File: config.mk
export PLATFORM = sky130hd
export DESIGN_NAME = image_format_sniffer
export DESIGN_NICKNAME = d
export VERILOG_FILES = /design/src/rtl/ifs_pkg.sv /design/src/rtl/ifs_chunk_walk.sv /design/src/rtl/image_format_sniffer.sv
export SDC_FILE = /design/constraint.sdc
export NUM_CORES = 1
export LEC_CHECK = 0
export ABC_AREA = 1
export BUFFER_PORTS_ARGS = -buffer_cell sky130_fd_sc_hd__buf_2
export CAP_MARGIN = 20
export CORE_ASPECT_RATIO = 0.75
export CORE_MARGIN = 5
export CORE_UTILIZATION = 30
export CTS_BUF_LIST = sky130_fd_sc_hd__clkbuf_16
export CTS_CLUSTER_DIAMETER = 40
export DETAILED_ROUTE_END_ITERATION = 10
export HOLD_SLACK_MARGIN = 0.02
export PLACE_DENSITY = 0.44
export SKIP_CTS_REPAIR_TIMING = 1
export SLEW_MARGIN = 25
export SYNTH_ARGS = -nofsm -noshare
export SYNTH_HDL_FRONTEND = slang
export SYNTH_SLANG_ARGS = --single-unit
File: constraint.sdc
create_clock -name clk -period 3.5 [get_ports clk]
set_input_delay 0.175 -clock clk [delete_from_list [all_inputs] [get_ports clk]]
set_output_delay 0.175 -clock clk [all_outputs]
set_load 0.02 [all_outputs]
File: src/rtl/ifs_pkg.sv
// ----------------------------------------------------------------------------
// ifs_pkg
// Types and signature tables shared by the image format sniffer modules.
// ----------------------------------------------------------------------------
package ifs_pkg;

  localparam int NumSig = 10;
  localparam int SigBytes = 12;
  localparam logic [3:0] PosSat = 4'd12;
  localparam logic [3:0] WalkStart = 4'd8;

  typedef logic [3:0] pos_t;

  typedef enum logic [2:0] {
    FMT_UNKNOWN = 3'd0,
    FMT_PNG     = 3'd1,
    FMT_JPEG    = 3'd2,
    FMT_WEBP    = 3'd3,
    FMT_GIF     = 3'd4,
    FMT_QOI     = 3'd5,
    FMT_JPEGXL  = 3'd6,
    FMT_TIFF    = 3'd7
  } format_t;

  typedef enum logic [1:0] {
    PH_LEN  = 2'd0,
    PH_TYPE = 2'd1,
    PH_SKIP = 2'd2
  } phase_t;

  typedef enum logic [1:0] {
    VD_UNDECIDED = 2'd0,
    VD_ANIMATED  = 2'd1,
    VD_STILL     = 2'd2
  } verdict_t;

  localparam int SIG_PNG     = 0;
  localparam int SIG_JPEG    = 1;
  localparam int SIG_RIFF    = 2;
  localparam int SIG_WEBP    = 3;
  localparam int SIG_GIF     = 4;
  localparam int SIG_QOI     = 5;
  localparam int SIG_JXL_BOX = 6;
  localparam int SIG_JXL_CS  = 7;
  localparam int SIG_TIFF_LE = 8;
  localparam int SIG_TIFF_BE = 9;

  // expected byte at each absolute file offset
  localparam logic [7:0] SIG_VAL [NumSig][SigBytes] = '{
    '{8'h89, 8'h50, 8'h4E, 8'h47, 8'h0D, 8'h0A, 8'h1A, 8'h0A,
      8'h00, 8'h00, 8'h00, 8'h00},
    '{8'hFF, 8'hD8, 8'hFF, 8'h00, 8'h00, 8'h00, 8'h00, 8'h00,
      8'h00, 8'h00, 8'h00, 8'h00},
    '{8'h52, 8'h49, 8'h46, 8'h46, 8'h00, 8'h00, 8'h00, 8'h00,
      8'h00, 8'h00, 8'h00, 8'h00},
    '{8'h00, 8'h00, 8'h00, 8'h00, 8'h00, 8'h00, 8'h00, 8'h00,
      8'h57, 8'h45, 8'h42, 8'h50},
    '{8'h47, 8'h49, 8'h46, 8'h38, 8'h00, 8'h00, 8'h00, 8'h00,
      8'h00, 8'h00, 8'h00, 8'h00},
    '{8'h71, 8'h6F, 8'h69, 8'h66, 8'h00, 8'h00, 8'h00, 8'h00,
      8'h00, 8'h00, 8'h00, 8'h00},
    '{8'h00, 8'h00, 8'h00, 8'h0C, 8'h4A, 8'h58, 8'h4C, 8'h20,
      8'h0D, 8'h0A, 8'h87, 8'h0A},
    '{8'hFF, 8'h0A, 8'h00, 8'h00, 8'h00, 8'h00, 8'h00, 8'h00,
      8'h00, 8'h00, 8'h00, 8'h00},
    '{8'h49, 8'h49, 8'h2A, 8'h00, 8'h00, 8'h00, 8'h00, 8'h00,
      8'h00, 8'h00, 8'h00, 8'h00},
    '{8'h4D, 8'h4D, 8'h00, 8'h2A, 8'h00, 8'h00, 8'h00, 8'h00,
      8'h00, 8'h00, 8'h00, 8'h00}
  };

  // offsets each signature covers, bit j = offset j
  localparam logic [SigBytes-1:0] SIG_CARE [NumSig] = '{
    12'h0FF, 12'h007, 12'h00F, 12'hF00, 12'h00F,
    12'h00F, 12'hFFF, 12'h003, 12'h00F, 12'h00F
  };

  // file length needed for a full signature
  localparam pos_t SIG_END [NumSig] = '{
    4'd8, 4'd3, 4'd4, 4'd12, 4'd4, 4'd4, 4'd12, 4'd2, 4'd4, 4'd4
  };

  localparam logic [7:0] ACTL_TAG [4] = '{8'h61, 8'h63, 8'h54, 8'h4C};
  localparam logic [7:0] IDAT_TAG [4] = '{8'h49, 8'h44, 8'h41, 8'h54};

  typedef struct packed {
    logic step;
    logic clear;
  } walk_ctl_t;

endpackage

File: src/rtl/ifs_chunk_walk.sv
// ----------------------------------------------------------------------------
// ifs_chunk_walk
// PNG chunk walker: reads length and type, skips body and CRC, and decides
// whether acTL comes before IDAT.
// ----------------------------------------------------------------------------
module ifs_chunk_walk (
  input  logic                   clk,
  input  logic                   rst_n,
  input  ifs_pkg::walk_ctl_t     ctl,
  input  logic [7:0]             byte_value,
  output logic                   animated
);

  ifs_pkg::phase_t   phase_r, phase_nxt;
  ifs_pkg::verdict_t verdict_r, verdict_nxt;
  logic [1:0]        cnt_r, cnt_nxt;
  logic [31:0]       len_r, len_nxt;
  logic [32:0]       skip_r, skip_nxt;
  logic [1:0]        type_r, type_nxt;

  always_comb begin
    phase_nxt   = phase_r;
    verdict_nxt = verdict_r;
    cnt_nxt     = cnt_r;
    len_nxt     = len_r;
    skip_nxt    = skip_r;
    type_nxt    = type_r;
    if (ctl.step && verdict_r == ifs_pkg::VD_UNDECIDED) begin
      case (phase_r)
        ifs_pkg::PH_LEN: begin
          len_nxt = {len_r[23:0], byte_value};
          if (cnt_r == 2'd3) begin
            cnt_nxt   = 2'd0;
            phase_nxt = ifs_pkg::PH_TYPE;
            type_nxt  = 2'b11;
          end else begin
            cnt_nxt = cnt_r + 2'd1;
          end
        end
        ifs_pkg::PH_TYPE: begin
          if (byte_value != ifs_pkg::ACTL_TAG[cnt_r]) type_nxt[0] = 1'b0;
          if (byte_value != ifs_pkg::IDAT_TAG[cnt_r]) type_nxt[1] = 1'b0;
          if (cnt_r == 2'd3) begin
            cnt_nxt = 2'd0;
            if (type_nxt[0]) begin
              verdict_nxt = ifs_pkg::VD_ANIMATED;
            end else if (type_nxt[1]) begin
              verdict_nxt = ifs_pkg::VD_STILL;
            end else begin
              skip_nxt  = {1'b0, len_r} + 33'd4;
              len_nxt   = 32'd0;
              phase_nxt = ifs_pkg::PH_SKIP;
            end
          end else begin
            cnt_nxt = cnt_r + 2'd1;
          end
        end
        ifs_pkg::PH_SKIP: begin
          if (skip_r != 33'd0) skip_nxt = skip_r - 33'd1;
          if (skip_nxt == 33'd0) begin
            phase_nxt = ifs_pkg::PH_LEN;
            cnt_nxt   = 2'd0;
            len_nxt   = 32'd0;
          end
        end
        default: begin
          phase_nxt = ifs_pkg::PH_LEN;
        end
      endcase
    end
  end

  assign animated = (verdict_nxt == ifs_pkg::VD_ANIMATED);

  always_ff @(posedge clk) begin
    if (!rst_n || ctl.clear) begin
      phase_r   <= ifs_pkg::PH_LEN;
      verdict_r <= ifs_pkg::VD_UNDECIDED;
      cnt_r     <= 2'd0;
      len_r     <= 32'd0;
      skip_r    <= 33'd0;
      type_r    <= 2'b11;
    end else if (ctl.step) begin
      phase_r   <= phase_nxt;
      verdict_r <= verdict_nxt;
      cnt_r     <= cnt_nxt;
      len_r     <= len_nxt;
      skip_r    <= skip_nxt;
      type_r    <= type_nxt;
    end
  end

  a_skip_nonzero: assert property (@(posedge clk) disable iff (!rst_n)
    phase_r == ifs_pkg::PH_SKIP |-> skip_r != 33'd0)
    else $error("skip phase with empty skip count");

  a_verdict_sticky: assert property (@(posedge clk) disable iff (!rst_n)
    verdict_r != ifs_pkg::VD_UNDECIDED && !ctl.clear |=> $stable(verdict_r))
    else $error("walk verdict changed before end of file");

  a_clear_restarts: assert property (@(posedge clk) disable iff (!rst_n)
    ctl.clear |=> phase_r == ifs_pkg::PH_LEN && verdict_r == ifs_pkg::VD_UNDECIDED)
    else $error("walker not restarted after end of file");

endmodule

File: src/rtl/image_format_sniffer.sv
// ----------------------------------------------------------------------------
// image_format_sniffer
// Detects an image file format from its leading signature bytes and reports
// whether a PNG is animated (acTL chunk before IDAT).
// ----------------------------------------------------------------------------
//  channel | direction | ports
//  in      | input     | in_valid, in_stall, in_byte_value, in_last_byte
//  out     | output    | out_valid, out_stall, out_format_code, out_animated_png
//
//  One byte per cycle is accepted, back to back, while in_stall is low.
//  A byte is held in the input register, and the result of the final byte
//  is then registered in the output register.
//  Synchronous active-low reset; after the final byte the block restarts.
//  in_stall rises only while a final byte waits for a stalled output register.
// ----------------------------------------------------------------------------
module image_format_sniffer (
  input  logic       clk,
  input  logic       rst_n,
  input  logic       in_valid,
  output logic       in_stall,
  input  logic [7:0] in_byte_value,
  input  logic       in_last_byte,
  output logic       out_valid,
  input  logic       out_stall,
  output logic [2:0] out_format_code,
  output logic       out_animated_png
);

  logic                       s1_valid_r;
  logic [7:0]                 s1_byte_r;
  logic                       s1_last_r;
  logic                       s1_proc;
  logic                       in_xfer;
  ifs_pkg::pos_t              pos_r, len_nxt;
  logic [ifs_pkg::NumSig-1:0] alive_r, alive_nxt, sig_hit;
  ifs_pkg::format_t           code_nxt;
  ifs_pkg::walk_ctl_t         walk_ctl;
  logic                       walk_anim;
  logic                       out_valid_r;
  ifs_pkg::format_t           out_code_r;
  logic                       out_anim_r;

  assign s1_proc  = s1_valid_r && (!s1_last_r || !out_valid_r || !out_stall);
  assign in_stall = s1_valid_r && !s1_proc;
  assign in_xfer  = in_valid && !in_stall;

  always_ff @(posedge clk) begin
    if (!rst_n) begin
      s1_valid_r <= 1'b0;
    end else if (in_xfer) begin
      s1_valid_r <= 1'b1;
    end else if (s1_proc) begin
      s1_valid_r <= 1'b0;
    end
  end

  always_ff @(posedge clk) begin
    if (in_xfer) begin
      s1_byte_r <= in_byte_value;
      s1_last_r <= in_last_byte;
    end
  end

  always_comb begin
    alive_nxt = alive_r;
    for (int i = 0; i < ifs_pkg::NumSig; i++) begin
      if (pos_r < ifs_pkg::PosSat && ifs_pkg::SIG_CARE[i][pos_r] &&
          ifs_pkg::SIG_VAL[i][pos_r] != s1_byte_r) begin
        alive_nxt[i] = 1'b0;
      end
    end
    len_nxt = (pos_r < ifs_pkg::PosSat) ? pos_r + 4'd1 : ifs_pkg::PosSat;
    for (int i = 0; i < ifs_pkg::NumSig; i++) begin
      sig_hit[i] = alive_nxt[i] && (len_nxt >= ifs_pkg::SIG_END[i]);
    end
  end

  always_comb begin
    if (sig_hit[ifs_pkg::SIG_PNG]) begin
      code_nxt = ifs_pkg::FMT_PNG;
    end else if (sig_hit[ifs_pkg::SIG_JPEG]) begin
      code_nxt = ifs_pkg::FMT_JPEG;
    end else if (sig_hit[ifs_pkg::SIG_RIFF] && sig_hit[ifs_pkg::SIG_WEBP]) begin
      code_nxt = ifs_pkg::FMT_WEBP;
    end else if (sig_hit[ifs_pkg::SIG_GIF]) begin
      code_nxt = ifs_pkg::FMT_GIF;
    end else if (sig_hit[ifs_pkg::SIG_QOI]) begin
      code_nxt = ifs_pkg::FMT_QOI;
    end else if (sig_hit[ifs_pkg::SIG_JXL_BOX] || sig_hit[ifs_pkg::SIG_JXL_CS]) begin
      code_nxt = ifs_pkg::FMT_JPEGXL;
    end else if (sig_hit[ifs_pkg::SIG_TIFF_LE] || sig_hit[ifs_pkg::SIG_TIFF_BE]) begin
      code_nxt = ifs_pkg::FMT_TIFF;
    end else begin
      code_nxt = ifs_pkg::FMT_UNKNOWN;
    end
  end

  assign walk_ctl.step  = s1_proc && (pos_r >= ifs_pkg::WalkStart);
  assign walk_ctl.clear = s1_proc && s1_last_r;

  ifs_chunk_walk u_walk (
    .clk        (clk),
    .rst_n      (rst_n),
    .ctl        (walk_ctl),
    .byte_value (s1_byte_r),
    .animated   (walk_anim)
  );

  always_ff @(posedge clk) begin
    if (!rst_n) begin
      pos_r   <= 4'd0;
      alive_r <= '1;
    end else if (s1_proc) begin
      if (s1_last_r) begin
        pos_r   <= 4'd0;
        alive_r <= '1;
      end else begin
        pos_r   <= len_nxt;
        alive_r <= alive_nxt;
      end
    end
  end

  always_ff @(posedge clk) begin
    if (!rst_n) begin
      out_valid_r <= 1'b0;
    end else if (s1_proc && s1_last_r) begin
      out_valid_r <= 1'b1;
    end else if (!out_stall) begin
      out_valid_r <= 1'b0;
    end
  end

  always_ff @(posedge clk) begin
    if (s1_proc && s1_last_r) begin
      out_code_r <= code_nxt;
      out_anim_r <= (code_nxt == ifs_pkg::FMT_PNG) && walk_anim;
    end
  end

  assign out_valid        = out_valid_r;
  assign out_format_code  = out_code_r;
  assign out_animated_png = out_anim_r;

  a_anim_only_png: assert property (@(posedge clk) disable iff (!rst_n)
    out_valid_r && out_anim_r |-> out_code_r == ifs_pkg::FMT_PNG)
    else $error("animated flag on a non-PNG result");

  a_pos_sat: assert property (@(posedge clk) disable iff (!rst_n)
    pos_r <= ifs_pkg::PosSat)
    else $error("byte position beyond saturation");

  a_restart: assert property (@(posedge clk) disable iff (!rst_n)
    s1_proc && s1_last_r |=> pos_r == 4'd0 && alive_r == '1)
    else $error("signature state not restarted after final byte");

  a_stall_cause: assert property (@(posedge clk) disable iff (!rst_n)
    in_stall |-> s1_valid_r && s1_last_r && out_valid_r)
    else $error("input stalled without a pending final byte");

endmodule
# After elaboration in Yosys (flattened, before gate mapping)
# Memory sizes are Yosys's and may differ from the RTL's. A register that Yosys moved wholly into a read port is not among the register bits.
# Index checks and enable logic that the tools add are counted.
[word_totals]
ff_bits = 102
latch_bits = 0
ram_bits = 0
mem_bits_ro = 1376
in_bits = 13
output_inout_bits = 6
elab_cells = 230
memories = 16
[mem_list]
columns = ["name", "words", "word_bits", "read_ports", "rd_ports_with_merged_regs", "wr", "line_no", "source"]
rows = [
  ["(no name shown)", 16, 8, 1, 0, 0, "image_format_sniffer.sv:68", "ifs_pkg::SIG_VAL[i][pos_r] != s1_byte_r) begin"],
  ["(no name shown)", 16, 8, 1, 0, 0, "image_format_sniffer.sv:68", ""],
  ["(no name shown)", 16, 8, 1, 0, 0, "image_format_sniffer.sv:68", ""],
  ["(no name shown)", 16, 8, 1, 0, 0, "image_format_sniffer.sv:68", ""],
  ["(no name shown)", 16, 8, 1, 0, 0, "image_format_sniffer.sv:68", ""],
  ["(no name shown)", 16, 8, 1, 0, 0, "image_format_sniffer.sv:68", ""],
  ["10 more memories", "--", "--", "--", "--", "--", "--", ""],
]
[classes]
n_addsub = 4
multipliers = 0
div = 0
n_lt_le_gt_ge = 10
n_eq_ne = 23
shifts = 0
mux = 101
n_bitwise = 2
reduce_logical = 60
[ops]
columns = ["cell", "count"]
rows = [
  ["33-bit two-way mux", 6],
  ["8-bit two-way mux", 24],
  ["32-bit two-way mux", 4],
  ["8-bit != test", 12],
  ["32-bit case mux with 3 select lines", 1],
  ["33-bit case mux with 2 select lines", 1],
  ["4-bit two-way mux", 14],
  ["1-bit logical AND", 34],
  ["32-bit by 3-bit adder with 33-bit output, second input constant", 1],
  ["33-bit zero test", 1],
  ["33-bit nonzero test", 1],
  ["33-bit by 1-bit subtractor with 33-bit output, second input constant", 1],
  ["8-bit binary-select mux with 2-bit select", 2],
  ["1-bit two-way mux", 26],
  ["2-bit two-way mux", 12],
  ["3-bit two-way mux", 7],
  ["7-bit AND reduction", 2],
  ["4-bit >= comparator, second input constant", 3],
  ["10-bit two-way mux", 1],
  ["4-bit by 2-bit >= comparator with 1-bit output, second input constant", 2],
  ["2-bit by 1-bit != test with 1-bit output, second input constant", 4],
  ["2-bit case mux with 2 select lines", 2],
  ["4-bit AND reduction", 2],
  ["2-bit nonzero test", 4],
  ["other kinds (20)", 33],
]

# Depth between registers and ports, before layout
# Gate-level depths: netlist of the first run.
[depth]
word_depth = 18
ltp_mapped = 22
ltp_nobuf = 19

# By module
# Synthesis of the first run repeated with hierarchy kept, for this count alone.
[hier_totals]
hier_cells = 1348
area_unflattened_um2 = 8102.8
[by_module_without_submodules]
columns = ["mod", "n_inst", "cells_per_inst", "area_per_inst_um2", "seq_area_each_um2"]
rows = [
  ["ifs_chunk_walk", 1, 948, 5514.0, 1461.4],
  ["image_format_sniffer", 1, 400, 2588.7, 810.8],
]

# Least setup slack after synthesis of the first run
# OpenSTA, ideal clock, no wires.
[synth_timing]
kind = "reg2reg"
from = "reg u_walk.skip_r[0]"
to = "reg u_walk.len_r[10]"
setup_time_ns = 0.113
arrival_ns = 2.404
t_required_ns = 3.387
path_slack_ns = 0.983
path_stages_with_launch = 22
path_buffers = 4
period_less_slack_ns = 2.517
path_cell_list = "dfxtp_1 > inv_1 > ha_1 > nand2_2 > nor2_4 > nand2_2 > nor2_4 > nand2_2 > buf_6 > buf_6 > nand2_1 > nand2_1 > nor2_1 > nand2_1 > nor2_1 > nand2_1 > nand2_1 > nand3_2 > buf_6 > buf_2 > nor2_1 > nor2_1"
[synth_between]
elab_chain_len = 7
elab_cells_between_ends = 8
cone_classes = "1 x add/sub; 1 x eq/ne; 3 x mux; 3 x reduce/logical"
[synth_rtl]
columns = ["element", "line_no", "source"]
rows = [
  ["start, declared", "ifs_chunk_walk.sv:18", "logic [32:0] skip_r, skip_nxt;"],
  ["start signal, assigned", "ifs_chunk_walk.sv:88", "skip_r <= skip_nxt;"],
  ["33-bit by 1-bit subtractor with 33-bit output / 33-bit nonzero test (equally long branches)", "ifs_chunk_walk.sv:59", "if (skip_r != 33'd0) skip_nxt = skip_r - 33'd1;"],
  ["33-bit two-way mux *", "ifs_chunk_walk.sv:59", ""],
  ["33-bit two-way mux *", "ifs_chunk_walk.sv:29", "case (phase_r)"],
  ["33-bit two-way mux *", "ifs_chunk_walk.sv:28", "if (ctl.step && verdict_r == ifs_pkg::VD_UNDECIDED) begin"],
  ["33-bit zero test *", "ifs_chunk_walk.sv:60", "if (skip_nxt == 33'd0) begin"],
  ["2-bit by 1-bit != test with 1-bit output (no source line) *", "--", ""],
  ["7-bit AND reduction (no source line) *", "--", ""],
  ["end signal, assigned", "ifs_chunk_walk.sv:87", "len_r <= len_nxt;"],
  ["end, declared", "ifs_chunk_walk.sv:17", "logic [31:0] len_r, len_nxt;"],
]
# Every way passes the cells marked *; elsewhere a longest branch is shown, timed or not. The select of a mux whose other input is x is not followed.
# A chain may end at the register's enable or synchronous reset.

# Worst setup path in the final report of the first run
[layout_timing]
from = "reg u_walk.skip_r[0]"
to = "reg u_walk.phase_r[0]"
[layout_between]
elab_chain_len = 7
elab_cells_between_ends = 8
cone_classes = "1 x add/sub; 1 x eq/ne; 3 x mux; 3 x reduce/logical"
[layout_rtl]
columns = ["element", "line_no", "source"]
rows = [
  ["33-bit by 1-bit subtractor with 33-bit output / 33-bit nonzero test (equally long branches)", "ifs_chunk_walk.sv:59", ""],
  ["33-bit two-way mux *", "ifs_chunk_walk.sv:59", ""],
  ["33-bit two-way mux *", "ifs_chunk_walk.sv:29", ""],
  ["33-bit two-way mux *", "ifs_chunk_walk.sv:28", ""],
  ["33-bit zero test *", "ifs_chunk_walk.sv:60", ""],
  ["2-bit by 1-bit != test with 1-bit output (no source line) *", "--", ""],
  ["7-bit AND reduction (no source line) *", "--", ""],
  ["end signal, assigned", "ifs_chunk_walk.sv:77", "phase_r <= ifs_pkg::PH_LEN;"],
  ["end signal, assigned", "ifs_chunk_walk.sv:84", "phase_r <= phase_nxt;"],
  ["end, declared", "ifs_chunk_walk.sv:14", "ifs_pkg::phase_t phase_r, phase_nxt;"],
]
# Marked as above.

==> results of run 1 <==
area by class of cell:
cell class,instances,area [µm²]
sequential,107,2270
tap,338,423
inverter,139,522
multi-input combinational,944,4610
fill,2852,16500
clock inverter,7,92.6
timing repair buffer,50,378
clock buffer,9,225
synthesized netlist by cell type:
master	number	area, µm²
a211o_1	3	26.3
a211oi_1	1	7.51
a21boi_0	4	30.0
a21oi_1	65	325
a221oi_1	2	17.5
a31oi_1	17	106
and2_1	2	12.5
buf_2	10	50.1
buf_6	5	56.3
clkbuf_1	38	143
clkinv_1	8	30.0
dfxtp_1	94	1880
edfxtp_1	13	390
ha_1	21	263
inv_1	131	492
nand2_1	344	1290
nand2_2	3	18.8
nand3_1	68	340
nand3_2	1	10.0
nand3b_1	4	30.0
nand4_1	41	257
nor2_1	196	736
nor2_2	3	18.8
nor2_4	2	22.5
nor3_1	19	95.1
nor3b_1	2	15.0
nor4_1	5	31.3
o2111ai_1	3	26.3
o211ai_1	8	60.1
o21a_1	1	7.51
o21ai_0	70	350
o221ai_1	1	8.76
o22ai_1	1	6.26
o31ai_1	2	15.0
or2_2	2	12.5
xnor2_1	8	70.1
xor2_1	45	394
cells in the final DEF (no fill, tap or decap), types with 2 or more instances in the layout:
cell / count
xor2_1: 45
and2_1: 2
o211ai_1: 8
clkinv_1: 8
edfxtp_1: 13
a31oi_1: 17
a221oi_1: 2
dlygate4sd3_1: 9
clkbuf_16: 9
buf_2: 18
inv_1: 131
nor3b_1: 2
nand2_2: 3
nor2_2: 4
ha_1: 21
a211o_1: 3
xnor2_1: 8
nand4_1: 41
a21oi_1: 65
clkinv_4: 2
nor2_4: 2
buf_4: 21
or2_2: 2
nor4_1: 5
o2111ai_1: 3
nand3_1: 68
nor3_1: 19
o21ai_0: 70
nand2_1: 344
dfxtp_1: 94
buf_12: 2
a21boi_0: 4
nor2_1: 195
inv_6: 2
nand3b_1: 4
o31ai_1: 2
metal layers:
layer | part of all wire | vias to the layer above
met5 | 0 | -
met4 | 0.0073 | 0
met3 | 0.060 | 13
met2 | 0.36 | 178
met1 | 0.57 | 3544
li1 | - | 4020
sequential cells by signal, indices dropped and copies added (netlist names), named ones only:
signal	cells
alive_r	10
out_animated_png	1
out_format_code	3
out_valid	1
pos_r	4
s1_byte_r	8
s1_last_r	1
s1_valid_r	1
u_walk.cnt_r	2
u_walk.len_r	32
u_walk.phase_r	2
u_walk.skip_r	33
u_walk.type_r	2
u_walk.verdict_r	2
per-stage QoR:
stage               hold WS (ns)  setup slack [ns]  utilization  cell area (µm²)
finish                    0.0324             0.539        0.340             8520
global route              0.0350             0.150        0.340             8520
detailed placement         0.354             0.506        0.324             8110
global placement           0.352             0.549        0.324             8110
floorplan                  0.274             0.983            -             7650
CTS                      -0.0393             0.458        0.337             8430
power by group:
part           switching [mW]  leakage [nW]  internal [mW]
Sequential             0.0142         0.886           1.26
Clock                   0.539         0.155          0.575
Combinational           0.112          2.95         0.0571
Total                   0.666          3.99           1.89
worst max-delay path: stages, from the launching register on:
cell     delay [ns]
dfxtp_1        0.34
inv_1          0.12
ha_1           0.20
nand2_2        0.12
nor2_4         0.23
nand2_2        0.11
o21ai_0        0.48
nand3_1        0.16
nor2_1         0.11
nand3_1        0.09
nor2_1         0.11
nand2_1        0.07
nand2_1        0.11
buf_4          0.27
nand3_1        0.16
nand2_1        0.09
nand2_1        0.04
nor2_1         0.09
cell families (layout without fill, tap and decap cells):
family / count (synthesis) / in the layout / synth area share
XOR/XNOR: 53 / 53 / 0.0607
adder cells (fa/ha/maj): 21 / 21 / 0.0344
AND/OR/NAND/NOR: 692 / 692 / 0.378
flip-flops: 107 / 107 / 0.297
buffers and inverters: 192 / 205 / 0.101
AO/OA/AOI/OAI: 178 / 178 / 0.129
final timing paths:
check                   start                end  slack (ns)
min reg2reg        alive_r[2]         alive_r[2]        0.46
max          u_walk.skip_r[0]  u_walk.phase_r[0]        0.54
min                  in_valid         s1_valid_r        0.03
max reg2reg  u_walk.skip_r[0]  u_walk.phase_r[0]        0.54
==> out/qor.csv, run 1 <==
metric,value,unit
core,25000,µm²
status,finished clean,
synth_cells,1243,
die_y,148,µm
drc,0,
worstPathRequired,3.81,ns
path_class,flip-flop to flip-flop,
crit_fanout,20,
instances_no_fill,1594,
cp-end-kind,flip-flop,
antenna_found_initial,0,
vias_per_cell,4.87,
routed_wl,26000,µm
cts_buffer_depth,2,
power_density,300,nW/µm²
rsz0062_at_grt,no,
start_util,0.306,
synth.distinct_cells,37,
synth_warnings,0,
grt_usage,0.179,
setup_tns,0,ns
use_met3,0.0380,
syn_nets,1277,
ant_nets,0,
gp_congestion,0.873,
dpl.hpwl,19400,µm
cts.clk_slew.worst_paths,0.09,ns
hp-class,primary input to flip-flop,
clockRootBuffer,clkbuf_16,
dp_cells,1569,
ir_drop,214,µV
via_count,7755,
cts_htree_levels,3,
fin_nets,1285,
grt_pass1_vias,7121,
min_period,2.96,ns
grt_pass1_wl,41200,µm
p_leak,3.99,nW
numClockSinks,107,
tightest_slew,0.916,ns
overflow,0,
n_antenna_cell,0,
met1_usage,0.301,
hold_path_depth,3,
top_usage_layer,met1,
setup_viol_count_final,0,
synth_area,7650,µm²
r2r_cells,17,
std_cell_rows,50,
cp-start-kind,flip-flop,
crit_arrival,3.27,ns
max_slew_margin,0.387,
finalCritPeriodShare,0.846,
drive_above_1_share,0.0549,
cts_buffers,9,
fp.dieW,194,µm
initialDrtViolationCount,619,
finClkSkew,0.0144,ns
max-cap-violations,0,
wl_per_cell,16.3,µm
grt_use_met2,0.229,
fmax,338,MHz
synth-seq-cells,107,
ys_seq_area_frac,0.297,
syn_avg_cell_area,6.15,µm²
clock_latency,0.37,ns
die_area,28800,µm²
hold_viol_final,0,
port_buffers,18,
drtPass1Iterations,5,
drv_slew,0,
tritoncts,done,
num_io_pins,19,
grt_max_degree,51,
areaGrowthSynthToFinish,11.4,%
total_power,2.55,mW
Note: power is estimated with default switching activity, not from simulation.
==> run 2: changes to the inputs <==
--- a/config.mk
+++ b/config.mk
@@ -15,7 +15,7 @@
 export CTS_CLUSTER_DIAMETER = 40
 export DETAILED_ROUTE_END_ITERATION = 10
 export HOLD_SLACK_MARGIN = 0.02
-export PLACE_DENSITY = 0.44
+export PLACE_DENSITY = 0.46
 export SKIP_CTS_REPAIR_TIMING = 1
 export SLEW_MARGIN = 25
 export SYNTH_ARGS = -nofsm -noshare
==> constraint.sdc (replaced) <==
create_clock -name clk -period 2.7 [get_ports clk]
set_input_delay 0.135 -clock clk [delete_from_list [all_inputs] [get_ports clk]]
set_output_delay 0.135 -clock clk [all_outputs]
set_load 0.02 [all_outputs]
==> run 2 against run 1 <==
  * Sequential power rose by 30%
  * Die area did not move
  * Design area up 17%
  * Combinational power is 48% higher
  * Fmax up 14%
  * Hold slack better by 0.029 ns
  * Clock skew shrank 0.00054 ns
  * Utilization increased by 5.7 points
  * Worst setup slack lost 0.44 ns
  * Clock-buffer cell count did not move
  * Power rose by 28%
==> out/qor.csv, run 2 (same netlist as run 1, synthesis figures left out) <==
metric,value,unit,change
initialDrtViolationCount,822,,+33%
wl_per_cell,15.7,µm,-3.4%
numClockSinks,107,,unchanged
clock_latency,0.37,ns,about the same
largestRegisters,"u_walk.skip_r x33, u_walk.len_r x32, alive_r x10",,
die_y,148,µm,unchanged
total_power,3.27,mW,+28%
drtPass1Iterations,5,,unchanged
dp_cells,1680,,+7.1%
power_density,329,nW/µm²,+9.6%
setup_tns,0,ns,unchanged
die_area,28800,µm²,unchanged
hold_viol_final,0,,unchanged
antenna_found_initial,0,,unchanged
tightest_slew,0.520,ns,-0.396 ns
max_slew_margin,0.653,,+0.266
grt_max_degree,46,,-9.8%
worstPathRequired,3.00,ns,-0.81 ns
rrSetupSlack,0.10,ns,-0.44 ns
regToRegStartpoint,u_walk.skip_r[1],,
design_area,9950,µm²,+17%
fin_nets,1416,,+10%
routed_wl,27200,µm,+4.5%
crit_fanout,16,,-20%
overflow,0,,unchanged
grt_pass1_wl,41900,µm,+1.5%
core,25000,µm²,unchanged
clockRootBuffer,clkbuf_16,,
grt_usage,0.182,,+0.00279
num_io_pins,19,,unchanged
ant_nets,0,,unchanged
areaGrowthSynthToFinish,30.2,%,
cts.clk_slew.worst_paths,0.07,ns,-0.02 ns
drc,0,,unchanged
r2r_cells,20,,+3
cp-start-kind,flip-flop,,
drive_above_1_share,0.200,,+0.145
fp.dieW,194,µm,unchanged
mostFrequentLayoutCells,"nand2_1 (319), nor2_1 (168), buf_4 (136)",,
path_class,flip-flop to flip-flop,,
port_buffers,18,,unchanged
n_antenna_cell,0,,unchanged
finClkSkew,0.0138,ns,-0.000537 ns
multi_input_area,4890,µm²,+6.1%
setup_viol_count_final,0,,unchanged
via_count,8381,,+8.1%
fmax,385,MHz,+14%
hp-class,primary input to flip-flop,,
rsz0062_at_grt,yes,,
largest_register_ffs,33,,unchanged
place_area,9000,µm²,+11%
dpl.hpwl,20200,µm,+4.0%
std_cell_rows,50,,unchanged
status,finished clean,,
cts_htree_levels,3,,unchanged
vias_per_cell,4.86,,-0.14%
gp_congestion,0.929,,+6.5%
instances_no_fill,1725,,+8.2%
max-cap-violations,0,,unchanged
hold_path_depth,3,,unchanged
min_to,out_valid,,
worst_hold_slack,0.0618,ns,+0.0294 ns
drv_slew,0,,unchanged
min_period,2.60,ns,-0.363 ns
start_util,0.306,,unchanged
final_common_cell,nand2_1,,
cts_buffer_depth,2,,unchanged
grt_pass1_vias,7368,,+3.5%
cp-end-kind,flip-flop,,
p_leak,4.75,nW,+19%
tritoncts,done,,
regMostFlops,u_walk.skip_r,,
seqCellArea,2280,µm²,+0.28%
cts_buffers,9,,unchanged
crit_arrival,2.89,ns,-0.38 ns
finalCritPeriodShare,0.962,,+0.116
ir_drop,303,µV,+42%
n_fill_cell,2699,,-5.4%
hold_path_startpoint,rst_n,,
r2r_end,u_walk.len_r[2],,
==> run 2: cell count changes in the layout (fill, tap and decap cells not counted), sizes merged <==
cell and delta:
clkbuf +5, buf +125, inv +1, clkinv -4
dlygate4sd3 +1, clkinvlp +3
==> run 2: area by class of cell <==
class	instances	share of cell area
multi-input cells	944	0.491
clock inverters	7	0.00679
well taps	338	0.0425
flip-flops and latches	107	0.229
clock buffers	9	0.0226
repair buffers	181	0.155
inverters	139	0.0532
==> run 2: worst max-delay path by stage <==
stage	end	cells after the start	from	slack, ns
2_1_floorplan	u_walk.len_r[10]	21	u_walk.skip_r[0]	0.18
3_3_place_gp	u_walk.len_r[25]	20	u_walk.skip_r[12]	-0.01
3_5_place_dp	u_walk.len_r[25]	20	u_walk.skip_r[12]	-0.05
4_1_cts	u_walk.len_r[25]	20	u_walk.skip_r[12]	-0.06
5_1_grt	u_walk.len_r[14]	21	u_walk.skip_r[8]	-0.11
6_report	u_walk.len_r[2]	20	u_walk.skip_r[1]	0.10
==> run 2: worst max-delay path, stage by stage (launching register included) <==
cell and delay, ns:
dfxtp_2 0.34, inv_2 0.07, ha_4 0.17, nand2_8 0.07
nor2_4 0.13, nand2_2 0.09, nor2_4 0.14, nand2_4 0.10
buf_12 0.16, nand2_1 0.11, nand2_1 0.07, nor2_1 0.09
nand3_1 0.11, nor2_1 0.12, nand2_1 0.10, nand2_4 0.10
nand3_4 0.15, clkbuf_16 0.23, nand2_1 0.06, nand2_1 0.04
nor2_1 0.08
==> run 2: power by group <==
group / switching, mW / leakage, nW / internal (mW)
combinational: 0.156 / 3.71 / 0.0933
sequential: 0.0172 / 0.888 / 1.63
clock: 0.656 / 0.149 / 0.720
==> run 2: per-layer routing <==
layer	routed length [µm]	global-route usage	up-vias
li1	-	-	4293
met1	14800	0.305	3818
met2	10300	0.235	255
met3	1920	0.0335	15
met4	180	0.0313	0
met5	0	0	-
==> run 2: metrics by stage <==
stage	worst slack [ns]	util
floorplan	0.183	-
global placement	-0.0141	0.360
detailed placement	-0.0454	0.360
CTS	-0.0638	0.372
global route	-0.112	0.398
finish	0.102	0.398
